===== config.mk =====
export PLATFORM = sky130hd
export DESIGN_NAME = ascii_command_line_parser_unit
export DESIGN_NICKNAME = d
export VERILOG_FILES = /design/src/rtl/aclp_pkg.sv /design/src/rtl/ascii_command_line_parser_unit.sv /design/src/rtl/aclp_front.sv /design/src/rtl/aclp_queue.sv /design/src/rtl/aclp_back.sv
export SDC_FILE = /design/constraint.sdc
export NUM_CORES = 1
export LEC_CHECK = 0
export BUFFER_PORTS_ARGS = -buffer_cell sky130_fd_sc_hd__buf_2
export CORE_MARGIN = 2
export CORE_UTILIZATION = 30
export CTS_CLUSTER_SIZE = 28
export DETAILED_ROUTE_END_ITERATION = 10
export HOLD_SLACK_MARGIN = 0.03
export SLEW_MARGIN = 20
export SYNTH_ARGS = -nofsm -noshare
export SYNTH_HDL_FRONTEND = slang
export SYNTH_SLANG_ARGS = --single-unit

===== constraint.sdc =====
create_clock -name clk -period 8.9 [get_ports clk]
set_clock_uncertainty 0.15 [all_clocks]
set_input_delay 0.89 -clock clk [delete_from_list [all_inputs] [get_ports clk]]
set_output_delay 0.89 -clock clk [all_outputs]
set_load 0.01 [all_outputs]

===== src/rtl/aclp_pkg.sv =====
// Shared types, character codes and keyword tables for the ASCII command line parser.
// No dependencies; every other rtl file imports this package.
package aclp_pkg;

  // Longest line held, newline excluded, is LINE_BYTES-1 bytes
  localparam int LINE_BYTES  = 64;
  localparam int LEN_W       = $clog2(LINE_BYTES);
  localparam int QUEUE_DEPTH = 2;
  localparam int QPTR_W      = (QUEUE_DEPTH > 1) ? $clog2(QUEUE_DEPTH) : 1;
  localparam int QCNT_W      = $clog2(QUEUE_DEPTH + 1);
  localparam int NUM_KW      = 4;
  localparam int KWP_W       = 4;

  localparam logic [15:0] NUM_CAP = 16'd32768;
  localparam logic [15:0] POS_MAX = 16'd32767;

  localparam logic [7:0] CH_NUL   = 8'd0;
  localparam logic [7:0] CH_TAB   = 8'd9;
  localparam logic [7:0] CH_NL    = 8'd10;
  localparam logic [7:0] CH_CR    = 8'd13;
  localparam logic [7:0] CH_SPACE = 8'd32;
  localparam logic [7:0] CH_HASH  = 8'd35;
  localparam logic [7:0] CH_PLUS  = 8'd43;
  localparam logic [7:0] CH_COMMA = 8'd44;
  localparam logic [7:0] CH_MINUS = 8'd45;
  localparam logic [7:0] CH_D0    = 8'd48;
  localparam logic [7:0] CH_D9    = 8'd57;
  localparam logic [7:0] CH_AT    = 8'd64;

  typedef enum logic [2:0] {
    EV_COORD   = 3'd0,
    EV_CAM_ON  = 3'd1,
    EV_CAM_OFF = 3'd2,
    EV_GO      = 3'd3,
    EV_START   = 3'd4
  } ev_code_t;

  typedef enum logic [1:0] {
    LK_EMPTY = 2'd0,
    LK_HASH  = 2'd1,
    LK_AT    = 2'd2,
    LK_OTHER = 2'd3
  } line_kind_t;

  typedef enum logic [2:0] {
    PH_BLANK1 = 3'd0,
    PH_SIGN1  = 3'd1,
    PH_DIG1   = 3'd2,
    PH_BLANK2 = 3'd3,
    PH_SIGN2  = 3'd4,
    PH_DIG2   = 3'd5,
    PH_DONE   = 3'd6,
    PH_FAIL   = 3'd7
  } num_phase_t;

  // Keyword slots: 0 @cam_off, 1 @cam, 2 @go, 3 @start
  localparam logic [1:0] KW_CAM_OFF = 2'd0;
  localparam logic [1:0] KW_CAM     = 2'd1;
  localparam logic [1:0] KW_GO      = 2'd2;
  localparam logic [1:0] KW_START   = 2'd3;

  typedef struct packed {
    logic        is_coord;
    ev_code_t    code;
    logic [15:0] x;
    logic [15:0] y;
  } aclp_entry_t;

  typedef struct packed {
    logic full;
    logic empty;
  } aclp_qstat_t;

  function automatic logic [3:0] kw_len(input logic [1:0] k);
    logic [3:0] n;
    unique case (k)
      KW_CAM_OFF: n = 4'd8;
      KW_CAM:     n = 4'd4;
      KW_GO:      n = 4'd3;
      default:    n = 4'd6;
    endcase
    return n;
  endfunction

  function automatic ev_code_t kw_code(input logic [1:0] k);
    ev_code_t e;
    unique case (k)
      KW_CAM_OFF: e = EV_CAM_OFF;
      KW_CAM:     e = EV_CAM_ON;
      KW_GO:      e = EV_GO;
      default:    e = EV_START;
    endcase
    return e;
  endfunction

  function automatic logic [7:0] kw_char(input logic [1:0] k, input logic [KWP_W-1:0] p);
    logic [7:0] ch;
    ch = CH_NUL;
    unique case (k)
      KW_CAM_OFF: begin
        case (p)
          4'd0: ch = "@";
          4'd1: ch = "c";
          4'd2: ch = "a";
          4'd3: ch = "m";
          4'd4: ch = "_";
          4'd5: ch = "o";
          4'd6: ch = "f";
          4'd7: ch = "f";
          default: ch = CH_NUL;
        endcase
      end
      KW_CAM: begin
        case (p)
          4'd0: ch = "@";
          4'd1: ch = "c";
          4'd2: ch = "a";
          4'd3: ch = "m";
          default: ch = CH_NUL;
        endcase
      end
      KW_GO: begin
        case (p)
          4'd0: ch = "@";
          4'd1: ch = "g";
          4'd2: ch = "o";
          default: ch = CH_NUL;
        endcase
      end
      default: begin
        case (p)
          4'd0: ch = "@";
          4'd1: ch = "s";
          4'd2: ch = "t";
          4'd3: ch = "a";
          4'd4: ch = "r";
          4'd5: ch = "t";
          default: ch = CH_NUL;
        endcase
      end
    endcase
    return ch;
  endfunction

endpackage


===== src/rtl/ascii_command_line_parser_unit.sv =====
// ASCII command line parser, top level: front parser, summary queue and result back end.
// Depends on aclp_pkg, aclp_front, aclp_queue and aclp_back.
//
// The block takes one received byte per word on the in_ channel and parses newline-ended
// lines as they stream in, with no line buffer. A line starting with '#' is read as two
// comma-separated decimal numbers (leading blanks, optional sign, digits), saturated to
// 16-bit signed; when both parse, the stored coordinates are updated and a result word
// with event code 0 is sent. A line starting with '@' is scanned for @cam_off, @cam, @go
// and @start, checked in that order, and the first one found gives event code 2, 1, 3 or
// 4 with the stored coordinates unchanged. Other lines, failed parses and keyword-free
// lines send nothing. A zero byte ends a line's content; a line that would grow past
// LINE_BYTES-1 bytes is dropped together with the overflowing byte. The front parser
// updates its line state for each byte in a single step; a result word leaves through
// the summary queue and then the output register once its newline is taken. The front
// accepts a byte every cycle until the two-entry summary queue is full, which only
// happens while out_stall holds results back.
module ascii_command_line_parser_unit (
  input  logic               clk,
  input  logic               rst_n,
  input  logic               in_valid,
  output logic               in_stall,
  input  logic [7:0]         in_rx_byte,
  output logic               out_valid,
  input  logic               out_stall,
  output logic [2:0]         out_event_code,
  output logic signed [15:0] out_coord_x,
  output logic signed [15:0] out_coord_y
);
  import aclp_pkg::*;

  aclp_qstat_t qstat;
  aclp_entry_t push_entry;
  aclp_entry_t head;
  logic        push;
  logic        pop;

  // Classify each byte and hold the per-line parse state
  aclp_front u_front (
    .clk        (clk),
    .rst_n      (rst_n),
    .in_valid   (in_valid),
    .in_rx_byte (in_rx_byte),
    .in_stall   (in_stall),
    .qstat      (qstat),
    .push       (push),
    .push_entry (push_entry)
  );

  // Buffer finished lines so the front keeps going while results wait
  aclp_queue u_queue (
    .clk        (clk),
    .rst_n      (rst_n),
    .push       (push),
    .push_entry (push_entry),
    .pop        (pop),
    .head       (head),
    .qstat      (qstat)
  );

  // Update stored coordinates and present result words
  aclp_back u_back (
    .clk            (clk),
    .rst_n          (rst_n),
    .head           (head),
    .qstat          (qstat),
    .pop            (pop),
    .out_valid      (out_valid),
    .out_stall      (out_stall),
    .out_event_code (out_event_code),
    .out_coord_x    (out_coord_x),
    .out_coord_y    (out_coord_y)
  );

endmodule


===== src/rtl/aclp_front.sv =====
// Front end of the parser: accepts bytes, tracks line kind, number parse and keyword matches.
// Depends on aclp_pkg; pushes one finished line summary per reported line into aclp_queue.
module aclp_front (
  input  logic                 clk,
  input  logic                 rst_n,
  input  logic                 in_valid,
  input  logic [7:0]           in_rx_byte,
  output logic                 in_stall,
  input  aclp_pkg::aclp_qstat_t qstat,
  output logic                 push,
  output aclp_pkg::aclp_entry_t push_entry
);
  import aclp_pkg::*;

  logic [LEN_W-1:0]  len_r, len_nxt;
  line_kind_t        kind_r, kind_nxt;
  logic              ended_r, ended_nxt;
  num_phase_t        phase_r, phase_nxt;
  logic [15:0]       mag1_r, mag1_nxt;
  logic [15:0]       mag2_r, mag2_nxt;
  logic [1:0]        signs_r, signs_nxt;
  logic [KWP_W-1:0]  kwp_r [NUM_KW];
  logic [KWP_W-1:0]  kwp_nxt [NUM_KW];
  logic [NUM_KW-1:0] found_r, found_nxt;

  // per-byte step results, picked by the next-state block
  num_phase_t        ns_phase;
  logic [15:0]       ns_mag1, ns_mag2;
  logic [1:0]        ns_signs;
  logic [KWP_W-1:0]  ks_prog [NUM_KW];
  logic [NUM_KW-1:0] ks_found;

  logic accept, is_digit, is_sign, is_blank;
  logic [3:0] dval;

  function automatic logic [15:0] add_digit(input logic [15:0] mag, input logic [3:0] d);
    logic [18:0] v;
    v = ({3'b000, mag} << 3) + ({3'b000, mag} << 1) + {15'd0, d};
    return (v > {3'b000, NUM_CAP}) ? NUM_CAP : v[15:0];
  endfunction

  function automatic logic [15:0] finish_num(input logic [15:0] mag, input logic neg);
    logic [15:0] r;
    if (neg) r = 16'd0 - mag;
    else     r = (mag > POS_MAX) ? POS_MAX : mag;
    return r;
  endfunction

  assign in_stall = qstat.full;
  assign accept   = in_valid && !qstat.full;
  assign is_digit = (in_rx_byte >= CH_D0) && (in_rx_byte <= CH_D9);
  assign is_sign  = (in_rx_byte == CH_PLUS) || (in_rx_byte == CH_MINUS);
  assign is_blank = (in_rx_byte == CH_SPACE) ||
                    ((in_rx_byte >= CH_TAB) && (in_rx_byte <= CH_CR) && (in_rx_byte != CH_NL));
  assign dval     = in_rx_byte[3:0];

  // number parse step, "%d,%d"
  always_comb begin : num_step
    ns_phase = phase_r;
    ns_mag1  = mag1_r;
    ns_mag2  = mag2_r;
    ns_signs = signs_r;
    unique case (phase_r)
      PH_BLANK1: begin
        if (is_blank) begin
          ns_phase = phase_r;
        end else if (is_sign) begin
          if (in_rx_byte == CH_MINUS) ns_signs[0] = 1'b1;
          ns_phase = PH_SIGN1;
        end else if (is_digit) begin
          ns_mag1  = add_digit(mag1_r, dval);
          ns_phase = PH_DIG1;
        end else begin
          ns_phase = PH_FAIL;
        end
      end
      PH_BLANK2: begin
        if (is_blank) begin
          ns_phase = phase_r;
        end else if (is_sign) begin
          if (in_rx_byte == CH_MINUS) ns_signs[1] = 1'b1;
          ns_phase = PH_SIGN2;
        end else if (is_digit) begin
          ns_mag2  = add_digit(mag2_r, dval);
          ns_phase = PH_DIG2;
        end else begin
          ns_phase = PH_FAIL;
        end
      end
      PH_SIGN1: begin
        if (is_digit) begin
          ns_mag1  = add_digit(mag1_r, dval);
          ns_phase = PH_DIG1;
        end else begin
          ns_phase = PH_FAIL;
        end
      end
      PH_SIGN2: begin
        if (is_digit) begin
          ns_mag2  = add_digit(mag2_r, dval);
          ns_phase = PH_DIG2;
        end else begin
          ns_phase = PH_FAIL;
        end
      end
      PH_DIG1: begin
        if (is_digit) ns_mag1 = add_digit(mag1_r, dval);
        else          ns_phase = (in_rx_byte == CH_COMMA) ? PH_BLANK2 : PH_FAIL;
      end
      PH_DIG2: begin
        if (is_digit) ns_mag2 = add_digit(mag2_r, dval);
        else          ns_phase = PH_DONE;
      end
      default: ns_phase = phase_r;
    endcase
  end

  // keyword matchers, one per keyword, advanced side by side
  always_comb begin : kw_step
    logic [KWP_W-1:0] p;
    ks_found = found_r;
    for (int k = 0; k < NUM_KW; k++) begin
      p = kwp_r[k];
      if ((p < kw_len(2'(k))) && (in_rx_byte == kw_char(2'(k), p))) begin
        p = p + 1'b1;
      end else begin
        p = (in_rx_byte == CH_AT) ? KWP_W'(1) : KWP_W'(0);
      end
      if (p >= kw_len(2'(k))) begin
        ks_found[k] = 1'b1;
        p = '0;
      end
      ks_prog[k] = p;
    end
  end

  always_comb begin : next_state
    len_nxt   = len_r;
    kind_nxt  = kind_r;
    ended_nxt = ended_r;
    phase_nxt = phase_r;
    mag1_nxt  = mag1_r;
    mag2_nxt  = mag2_r;
    signs_nxt = signs_r;
    kwp_nxt   = kwp_r;
    found_nxt = found_r;
    if (accept) begin
      if ((in_rx_byte == CH_NL) || (len_r >= LEN_W'(LINE_BYTES - 1))) begin
        // end of line or overflow: restart empty
        len_nxt   = '0;
        kind_nxt  = LK_EMPTY;
        ended_nxt = 1'b0;
        phase_nxt = PH_BLANK1;
        mag1_nxt  = '0;
        mag2_nxt  = '0;
        signs_nxt = '0;
        for (int k = 0; k < NUM_KW; k++) kwp_nxt[k] = '0;
        found_nxt = '0;
      end else begin
        len_nxt = len_r + 1'b1;
        if (!ended_r) begin
          if (in_rx_byte == CH_NUL) begin
            ended_nxt = 1'b1;
            if (kind_r == LK_EMPTY) kind_nxt = LK_OTHER;
          end else begin
            unique case (kind_r)
              LK_EMPTY: begin
                if (in_rx_byte == CH_HASH) begin
                  kind_nxt = LK_HASH;
                end else if (in_rx_byte == CH_AT) begin
                  kind_nxt  = LK_AT;
                  kwp_nxt   = ks_prog;
                  found_nxt = ks_found;
                end else begin
                  kind_nxt = LK_OTHER;
                end
              end
              LK_HASH: begin
                phase_nxt = ns_phase;
                mag1_nxt  = ns_mag1;
                mag2_nxt  = ns_mag2;
                signs_nxt = ns_signs;
              end
              LK_AT: begin
                kwp_nxt   = ks_prog;
                found_nxt = ks_found;
              end
              default: kind_nxt = kind_r;
            endcase
          end
        end
      end
    end
  end

  always_comb begin : outputs
    logic coord_ok, kw_ok;
    coord_ok = (kind_r == LK_HASH) && ((phase_r == PH_DIG2) || (phase_r == PH_DONE));
    kw_ok    = (kind_r == LK_AT) && (found_r != '0);
    push     = accept && (in_rx_byte == CH_NL) && (coord_ok || kw_ok);
    push_entry.is_coord = coord_ok;
    push_entry.x        = finish_num(mag1_r, signs_r[0]);
    push_entry.y        = finish_num(mag2_r, signs_r[1]);
    if (coord_ok)                 push_entry.code = EV_COORD;
    else if (found_r[KW_CAM_OFF]) push_entry.code = kw_code(KW_CAM_OFF);
    else if (found_r[KW_CAM])     push_entry.code = kw_code(KW_CAM);
    else if (found_r[KW_GO])      push_entry.code = kw_code(KW_GO);
    else                          push_entry.code = kw_code(KW_START);
  end

  always_ff @(posedge clk) begin
    if (!rst_n) begin
      len_r   <= '0;
      kind_r  <= LK_EMPTY;
      ended_r <= 1'b0;
      phase_r <= PH_BLANK1;
      mag1_r  <= '0;
      mag2_r  <= '0;
      signs_r <= '0;
      for (int k = 0; k < NUM_KW; k++) kwp_r[k] <= '0;
      found_r <= '0;
    end else begin
      len_r   <= len_nxt;
      kind_r  <= kind_nxt;
      ended_r <= ended_nxt;
      phase_r <= phase_nxt;
      mag1_r  <= mag1_nxt;
      mag2_r  <= mag2_nxt;
      signs_r <= signs_nxt;
      kwp_r   <= kwp_nxt;
      found_r <= found_nxt;
    end
  end

endmodule


===== src/rtl/aclp_queue.sv =====
// Short register FIFO of line summaries between the parser front and back.
// Depends on aclp_pkg for the entry type and depth.
module aclp_queue (
  input  logic                  clk,
  input  logic                  rst_n,
  input  logic                  push,
  input  aclp_pkg::aclp_entry_t push_entry,
  input  logic                  pop,
  output aclp_pkg::aclp_entry_t head,
  output aclp_pkg::aclp_qstat_t qstat
);
  import aclp_pkg::*;

  aclp_entry_t       mem_r [QUEUE_DEPTH];
  logic [QPTR_W-1:0] wr_ptr_r, wr_ptr_nxt;
  logic [QPTR_W-1:0] rd_ptr_r, rd_ptr_nxt;
  logic [QCNT_W-1:0] cnt_r, cnt_nxt;
  logic              do_push, do_pop;

  assign qstat.full  = (cnt_r == QCNT_W'(QUEUE_DEPTH));
  assign qstat.empty = (cnt_r == '0);
  assign do_push     = push && !qstat.full;
  assign do_pop      = pop && !qstat.empty;
  assign head        = mem_r[rd_ptr_r];

  always_comb begin
    wr_ptr_nxt = wr_ptr_r;
    rd_ptr_nxt = rd_ptr_r;
    cnt_nxt    = cnt_r;
    if (do_push) begin
      wr_ptr_nxt = (wr_ptr_r == QPTR_W'(QUEUE_DEPTH - 1)) ? '0 : wr_ptr_r + 1'b1;
    end
    if (do_pop) begin
      rd_ptr_nxt = (rd_ptr_r == QPTR_W'(QUEUE_DEPTH - 1)) ? '0 : rd_ptr_r + 1'b1;
    end
    if (do_push && !do_pop)      cnt_nxt = cnt_r + 1'b1;
    else if (do_pop && !do_push) cnt_nxt = cnt_r - 1'b1;
  end

  always_ff @(posedge clk) begin
    if (!rst_n) begin
      wr_ptr_r <= '0;
      rd_ptr_r <= '0;
      cnt_r    <= '0;
    end else begin
      wr_ptr_r <= wr_ptr_nxt;
      rd_ptr_r <= rd_ptr_nxt;
      cnt_r    <= cnt_nxt;
    end
  end

  always_ff @(posedge clk) begin
    if (do_push) mem_r[wr_ptr_r] <= push_entry;
  end

endmodule


===== src/rtl/aclp_back.sv =====
// Back end of the parser: applies line summaries to the stored coordinates and drives results.
// Depends on aclp_pkg; drains aclp_queue into a registered output word.
module aclp_back (
  input  logic                  clk,
  input  logic                  rst_n,
  input  aclp_pkg::aclp_entry_t head,
  input  aclp_pkg::aclp_qstat_t qstat,
  output logic                  pop,
  output logic                  out_valid,
  input  logic                  out_stall,
  output logic [2:0]            out_event_code,
  output logic signed [15:0]    out_coord_x,
  output logic signed [15:0]    out_coord_y
);
  import aclp_pkg::*;

  logic        valid_r, valid_nxt;
  logic [15:0] sx_r, sx_nxt;
  logic [15:0] sy_r, sy_nxt;
  ev_code_t    code_r, code_nxt;
  logic [15:0] ox_r, ox_nxt;
  logic [15:0] oy_r, oy_nxt;

  // take a new summary whenever the output word is free or leaves this cycle
  assign pop = !qstat.empty && (!valid_r || !out_stall);

  always_comb begin
    valid_nxt = valid_r && out_stall;
    sx_nxt    = sx_r;
    sy_nxt    = sy_r;
    code_nxt  = code_r;
    ox_nxt    = ox_r;
    oy_nxt    = oy_r;
    if (pop) begin
      valid_nxt = 1'b1;
      code_nxt  = head.code;
      if (head.is_coord) begin
        sx_nxt = head.x;
        sy_nxt = head.y;
        ox_nxt = head.x;
        oy_nxt = head.y;
      end else begin
        ox_nxt = sx_r;
        oy_nxt = sy_r;
      end
    end
  end

  always_ff @(posedge clk) begin
    if (!rst_n) begin
      valid_r <= 1'b0;
      sx_r    <= '0;
      sy_r    <= '0;
    end else begin
      valid_r <= valid_nxt;
      sx_r    <= sx_nxt;
      sy_r    <= sy_nxt;
    end
  end

  always_ff @(posedge clk) begin
    code_r <= code_nxt;
    ox_r   <= ox_nxt;
    oy_r   <= oy_nxt;
  end

  assign out_valid      = valid_r;
  assign out_event_code = code_r;
  assign out_coord_x    = ox_r;
  assign out_coord_y    = oy_r;

endmodule


==> impl_metrics.json, run 1 <==
{
  "status": "complete, no violations",
  "hold_end": "u_back.sy_r[1]$_SDFFE_PN0P_",
  "cts_resized": 0,
  "clk_latency_ps": 520,
  "crit_required_ps": 9180,
  "yosys_most_used_dff": "dfxtp_1",
  "holdWs_ps": 306,
  "grt_pass1_wl_mm": 47.5,
  "numCtsBuffers": 23,
  "rsz0062_at_grt": "no",
  "avgSynthCellArea_sq_um": 9.40,
  "finalPower_mw": 2.72,
  "core_sq_mm": 0.0406,
  "timing.final.crit_share": 0.526,
  "yosys_warnings": 0,
  "r2r_start": "u_front.mag2_r[0]$_SDFFE_PN0P_",
  "maxSlewHeadroom": 0.396,
  "cts-root-buf": "clkbuf_16",
  "hold_violations": 0,
  "setup_viol": 0,
  "die_h_um": 206,
  "io_buffers": 48,
  "postCtsHoldBufs": 0,
  "clk_pin_slew_ps": 60,
  "synthArstFlopShare": 0,
  "syn-cell-area_sq_mm": 0.0123,
  "synthTopCellsByArea": "edfxtp_1, dfxtp_1, ha_1, nand2_1, mux2i_1",
  "leakage_nw": 5.39,
  "drt-total-wl_mm": 28.1,
  "rows": 74,
  "wl_per_cell_um": 15.0,
  "ff2ff_path_depth": 11,
  "ys_seq_elements": 217,
  "synth_common_cells": "nand2_1, dfxtp_1, edfxtp_1, nor2_1, ha_1",
  "synth-edff-count": 107,
  "filler_cell_count": 4053,
  "diodes": 0,
  "hp-start": "u_back.sy_r[1]$_SDFFE_PN0P_",
  "dp_hpwl_mm": 19.6,
  "cts_tree": "done",
  "dr_wl_met3_um": 876,
  "worst-endpoint-arrival_ps": 4960,
  "grt_pass1_vias": 9434,
  "cts_setup_buffers": 0,
  "p_per_area_mw_per_mm2": 197,
  "ant_nets": 0,
  "fmax_ghz": 0.214,
  "ctsLongestPathBuffers": 3,
  "yosysUniqueCellTypes": 78,
  "fin_util": 0.340,
  "synthCells": 1307,
  "globalplace.congestion": 0.843,
  "viasPerCell": 5.18,
  "overflow": 0,
  "grt_util_all_layers": 0.134,
  "slew_violations": 0,
  "grt_max_degree": 70,
  "r2r-end": "u_front.mag2_r[4]$_SDFFE_PN0P_",
  "synth_top_area_frac": 0.261,
  "fin_tns_setup_ps": 0,
  "regArea_sq_mm": 0.00542,
  "grt_antenna_before_repair": 0,
  "route.detailed.drc": 0,
  "syn_nets": 1402,
  "cap_viol_max_count": 0,
  "criticalPathCategory": "in2reg",
  "worst_pin_slew_ps": 898,
  "timing.reg2reg.setup_slack_ps": 4510,
  "drt_iter0_markers": 700,
  "cts_max_level": 1,
  "start_util": 0.302,
  "end_kind": "flip-flop",
  "via_count": 9721,
  "fin_nets": 1422,
  "io_pins": 49,
  "areaGrowthSynthToFinish_pct": 12.5,
  "worst_setup_path_start_kind": "input pin",
  "worst-path-max-fanout": 14,
  "die_area_sq_mm": 0.0426,
  "min_period_ps": 4680,
  "whs_path_depth": 2,
  "multi_input_area_sq_mm": 0.00649,
  "firstDrtPassIters": 5,
  "cts.sinks": 217,
  "synth.most_common_cell": "nand2_1",
  "met1_length_mm": 13.3,
  "yosysTopAreaCell": "edfxtp_1",
  "peakVddDrop_mv": 0.131,
  "final_layout_size_suffix_gt1_frac": 0.0923,
  "route.met2.wl_mm": 13.0,
  "fp.dieW_um": 206,
  "seq_area_frac_synth": 0.441,
  "top_layer": "met4",
  "hold_class": "reg2reg"
}
## sequential cells by signal, indices dropped and copies added (netlist names), 2 cells and up, named ones only
name                   count
u_front.signs_r            2
u_front.kwp_r             16
u_front.phase_r            3
u_queue.cnt_r              2
u_front.found_r            4
u_back.out_coord_x        16
u_front.len_r              6
u_back.out_event_code      3
u_back.sy_r               16
u_front.mag1_r            16
u_queue.mem_r             72
u_front.mag2_r            16
u_back.sx_r               16
u_back.out_coord_y        16
u_front.kind_r             2
## worst max-delay path by stage
stage | cells after the start | from | endpoint
6_report | 12 | in_rx_byte[3] | u_front.mag2_r[4]$_SDFFE_PN0P_
4_1_cts | 12 | in_rx_byte[3] | u_front.mag2_r[4]$_SDFFE_PN0P_
2_1_floorplan | 12 | in_rx_byte[3] | u_front.mag1_r[0]$_SDFFE_PN0P_
3_5_place_dp | 12 | in_rx_byte[3] | u_front.mag2_r[4]$_SDFFE_PN0P_
3_3_place_gp | 12 | in_rx_byte[3] | u_front.mag2_r[3]$_SDFFE_PN0P_
5_1_grt | 12 | in_rx_byte[3] | u_front.mag2_r[4]$_SDFFE_PN0P_
## cell type report
cell class                      count  share of cell area
Inverter                           43              0.0117
Timing Repair Buffer               58              0.0237
Multi-Input combinational cell    984               0.469
Clock inverter                     12              0.0104
Clock buffer                       29              0.0454
Sequential cell                   217               0.392
Tap cell                          532              0.0481
## power breakdown
part / switching (mW) / internal (mW) / total (mW)
clock network: 0.390 / 0.587 / 0.976
logic: 0.331 / 0.165 / 0.496
registers: 0.0487 / 1.20 / 1.25
## routing by layer
| layer | GRT usage | up-vias |
|---|---|---|
| met1 | 0.177 | 4600 |
| met3 | 0.0132 | 55 |
| li1 | - | 4868 |
| met2 | 0.226 | 198 |
| met4 | 0.0495 | 0 |
| met5 | 0 | - |
## layout by cell type (no fill, tap or decap), drive strengths merged, types with 29 or more instances in the layout
cell    netlist  layout
clkbuf       50      29
edfxtp      107     107
a21oi        67      67
a21boi       39      39
nand2       191     191
ha           79      79
nor3         45      45
dfxtp       110     110
nor2         82      82
buf          13      58
mux2i        41      41
nand3        31      31
o21ai        89      89
inv          42      42
## logic make-up (layout without fill, tap and decap cells)
family	after synthesis	after routing	synth area share
compound gates	333	333	0.182
fa+ha+maj	83	83	0.0869
simple gates	482	482	0.189
flops	217	217	0.441
xor+xnor	39	39	0.0278
buf+inv	106	142	0.0342
mux	47	47	0.0389
## per-stage QoR
stage / cell area (sq um) / setup WS [ps] / instances
global placement: 13000 / 3920 / 1833
finish: 13800 / 4220 / 1875
floorplan: 12300 / 4420 / 1307
global route: 13800 / 3890 / 1875
CTS: 13800 / 4290 / 1874
detailed placement: 13000 / 3780 / 1833
## critical path, stage by stage
cell and delay (ps):
buf_2 260, inv_1 210, fa_1 570, fa_1 470
nor2b_1 240, o31ai_1 140, a2111oi_0 510, a211o_1 210
a22oi_1 90, nor4_1 800, nand2_1 330, o21ai_1 220
Power figures use the tool's default switching activity.
==> inputs of run 2 (changes only) <==
==> constraint.sdc (replaced) <==
create_clock -name clk -period 4.6 [get_ports clk]
set_clock_uncertainty 0.15 [all_clocks]
set_input_delay 0.46 -clock clk [delete_from_list [all_inputs] [get_ports clk]]
set_output_delay 0.46 -clock clk [all_outputs]
set_load 0.01 [all_outputs]
==> run 2 against run 1 <==
Compared with the run above:
- largest cell class unchanged
- cell count up 0.59%
- total power rose by 96%
- critical endpoint is now u_front.mag1_r[1]$_SDFFE_PN0P_
- highest routed layer unchanged
- via count about the same
- non-clock buffer count is 8 higher
- critical path type is now reg2reg
- hold slack worse by 230 ps
- sequential cell count unchanged
- clock power up 100%
==> impl_metrics.json, run 2 (synthesized netlist as in run 1, its figures left out) <==
{
  "status": "complete, no violations",
  "ant_nets": 0,
  "p_switching_mw": 1.51,
  "critPathBufInv": 1,
  "diodes": 0,
  "largest_reg_flops": 72,
  "cts-root-buf": "clkbuf_16",
  "grt_util_all_layers": 0.132,
  "grt_pass1_wl_mm": 46.4,
  "setup_viol": 0,
  "dpl_worst_slack_ps": 520,
  "io_buffers": 48,
  "start_util": 0.302,
  "via_count": 9726,
  "multi_input_area_sq_mm": 0.00649,
  "numCtsBuffers": 24,
  "grt_pass1_vias": 9204,
  "slew_violations": 0,
  "ctsLongestPathBuffers": 3,
  "largest_register": "u_queue.mem_r",
  "hold_end": "u_back.out_valid$_SDFF_PN0_",
  "pwr-share-clk": 0.366,
  "areaGrowthSynthToFinish_pct": 13.2,
  "p_int_mw": 3.82,
  "final_layout_size_suffix_gt1_frac": 0.0953,
  "grt_max_degree": 69,
  "die_area_sq_mm": 0.0426,
  "drt_iter0_markers": 643,
  "path_cells": "inv_1 -> fa_1 -> fa_1 -> nor2b_1 -> o2111ai_1 -> a2111o_1 -> a21oi_1 -> o21ai_0 -> a21oi_1 -> and4b_1 -> a32o_1",
  "final_cell_mix": "nand2_1, dfxtp_1, edfxtp_1",
  "critPathTopFamily": "compound AO/OA/AOI/OAI gates",
  "timing.final.crit_share": 0.845,
  "combPwrFrac": 0.181,
  "whs_path_depth": 3,
  "r2r_start": "u_front.mag1_r[0]$_SDFFE_PN0P_",
  "rows": 74,
  "core_sq_mm": 0.0406,
  "cap_viol_max_count": 0,
  "cpPeakStageDelay_ps": 520,
  "fin_tns_setup_ps": 0,
  "timing.reg2reg.setup_slack_ps": 710,
  "fin_ws_ps": 713,
  "place_inst": 1842,
  "min_period_ps": 3890,
  "ff2ff_path_depth": 11,
  "filler_cell_count": 4052,
  "worst_pin_slew_ps": 900,
  "cts_setup_buffers": 0,
  "grt_antenna_before_repair": 0,
  "rsz0062_at_grt": "no",
  "regArea_sq_mm": 0.00542,
  "end_kind": "flip-flop",
  "finalPower_mw": 5.32,
  "p_sw_frac": 0.283,
  "r2r-end": "u_front.mag1_r[1]$_SDFFE_PN0P_",
  "wl_per_cell_um": 14.9,
  "layout_commonest_cell": "nand2_1",
  "maxSlewHeadroom": 0.385,
  "postCtsHoldBufs": 0,
  "worst_setup_path_start_kind": "flip-flop",
  "cp_slowest_cell": "fa_1",
  "leakage_nw": 5.43,
  "worst-path-max-fanout": 10,
  "crit_required_ps": 4900,
  "globalplace.congestion": 0.824,
  "p_per_area_mw_per_mm2": 383,
  "worst-endpoint-arrival_ps": 4190,
  "io_pins": 49,
  "cts_tree": "done",
  "cts_resized": 0,
  "clk_latency_ps": 530,
  "hold_violations": 0,
  "final_cell_count_no_fill": 1886,
  "route.detailed.drc": 0,
  "viasPerCell": 5.16,
  "cts_max_level": 1,
  "dp_hpwl_mm": 19.7,
  "p_seq_frac": 0.453,
  "hp-start": "out_stall",
  "fmax_ghz": 0.257,
  "die_h_um": 206,
  "clk_pin_slew_ps": 60,
  "criticalPathCategory": "reg2reg",
  "fp.dieW_um": 206,
  "peakVddDrop_mv": 0.254,
  "holdWs_ps": 72.4,
  "hold_class": "in2reg",
  "firstDrtPassIters": 5,
  "fin_nets": 1431,
  "overflow": 0,
  "cts.sinks": 217,
  "drt-total-wl_mm": 28.1
}
-- run 2: final cells by class --
cell class	instances	share of cell area
clock buffers	33	0.0501
inverters	43	0.0116
clock inverters	11	0.00827
repair buffers	66	0.0270
flip-flops and latches	217	0.389
well taps	532	0.0478
multi-input cells	984	0.466
-- run 2: how the worst max path moves through the flow --
stage                                    from                         endpoint  slack (ps)  cells past startpoint
2_1_floorplan                   in_rx_byte[3]   u_front.mag1_r[0]$_SDFFE_PN0P_         550                     12
3_3_place_gp                    in_rx_byte[3]  u_front.mag1_r[13]$_SDFFE_PN0P_         550                     12
3_5_place_dp                    in_rx_byte[3]  u_front.mag2_r[14]$_SDFFE_PN0P_         520                     13
4_1_cts        u_front.mag2_r[0]$_SDFFE_PN0P_  u_front.mag2_r[14]$_SDFFE_PN0P_         730                     12
5_1_grt        u_front.mag1_r[0]$_SDFFE_PN0P_  u_front.mag1_r[14]$_SDFFE_PN0P_         410                     11
6_report       u_front.mag1_r[0]$_SDFFE_PN0P_   u_front.mag1_r[1]$_SDFFE_PN0P_         710                     11
-- run 2: power by group through the flow --
stage	clock network, mW	registers (mW)	logic (mW)
floorplan	0	2.54	0.584
global route	2.07	2.44	1.09
CTS	2.00	2.42	0.986
global placement	0	2.45	0.970
detailed placement	0	2.46	0.986
finish	1.95	2.41	0.962
-- run 2: worst register-to-register path, stage by stage, from the launching register on --
cell       delay, ps
dfxtp_1          430
inv_1            110
fa_1             520
fa_1             470
nor2b_1          170
o2111ai_1        270
a2111o_1         510
a21oi_1          170
o21ai_0           90
a21oi_1          230
and4b_1          450
a32o_1           220
-- run 2: metrics by stage --
stage               area, sq um  utilization
global route              13900        0.342
global placement          13100        0.322
detailed placement        13100        0.322
CTS                       13900        0.342
finish                    13900        0.342
floorplan                 12300            -
-- run 2: routing by layer --
metal | GRT usage | part of all wire | up-vias
li1 | - | - | 4896
met1 | 0.173 | 0.47 | 4575
met2 | 0.225 | 0.47 | 201
met3 | 0.0129 | 0.035 | 54
met4 | 0.0503 | 0.029 | 0
met5 | 0 | 0 | -
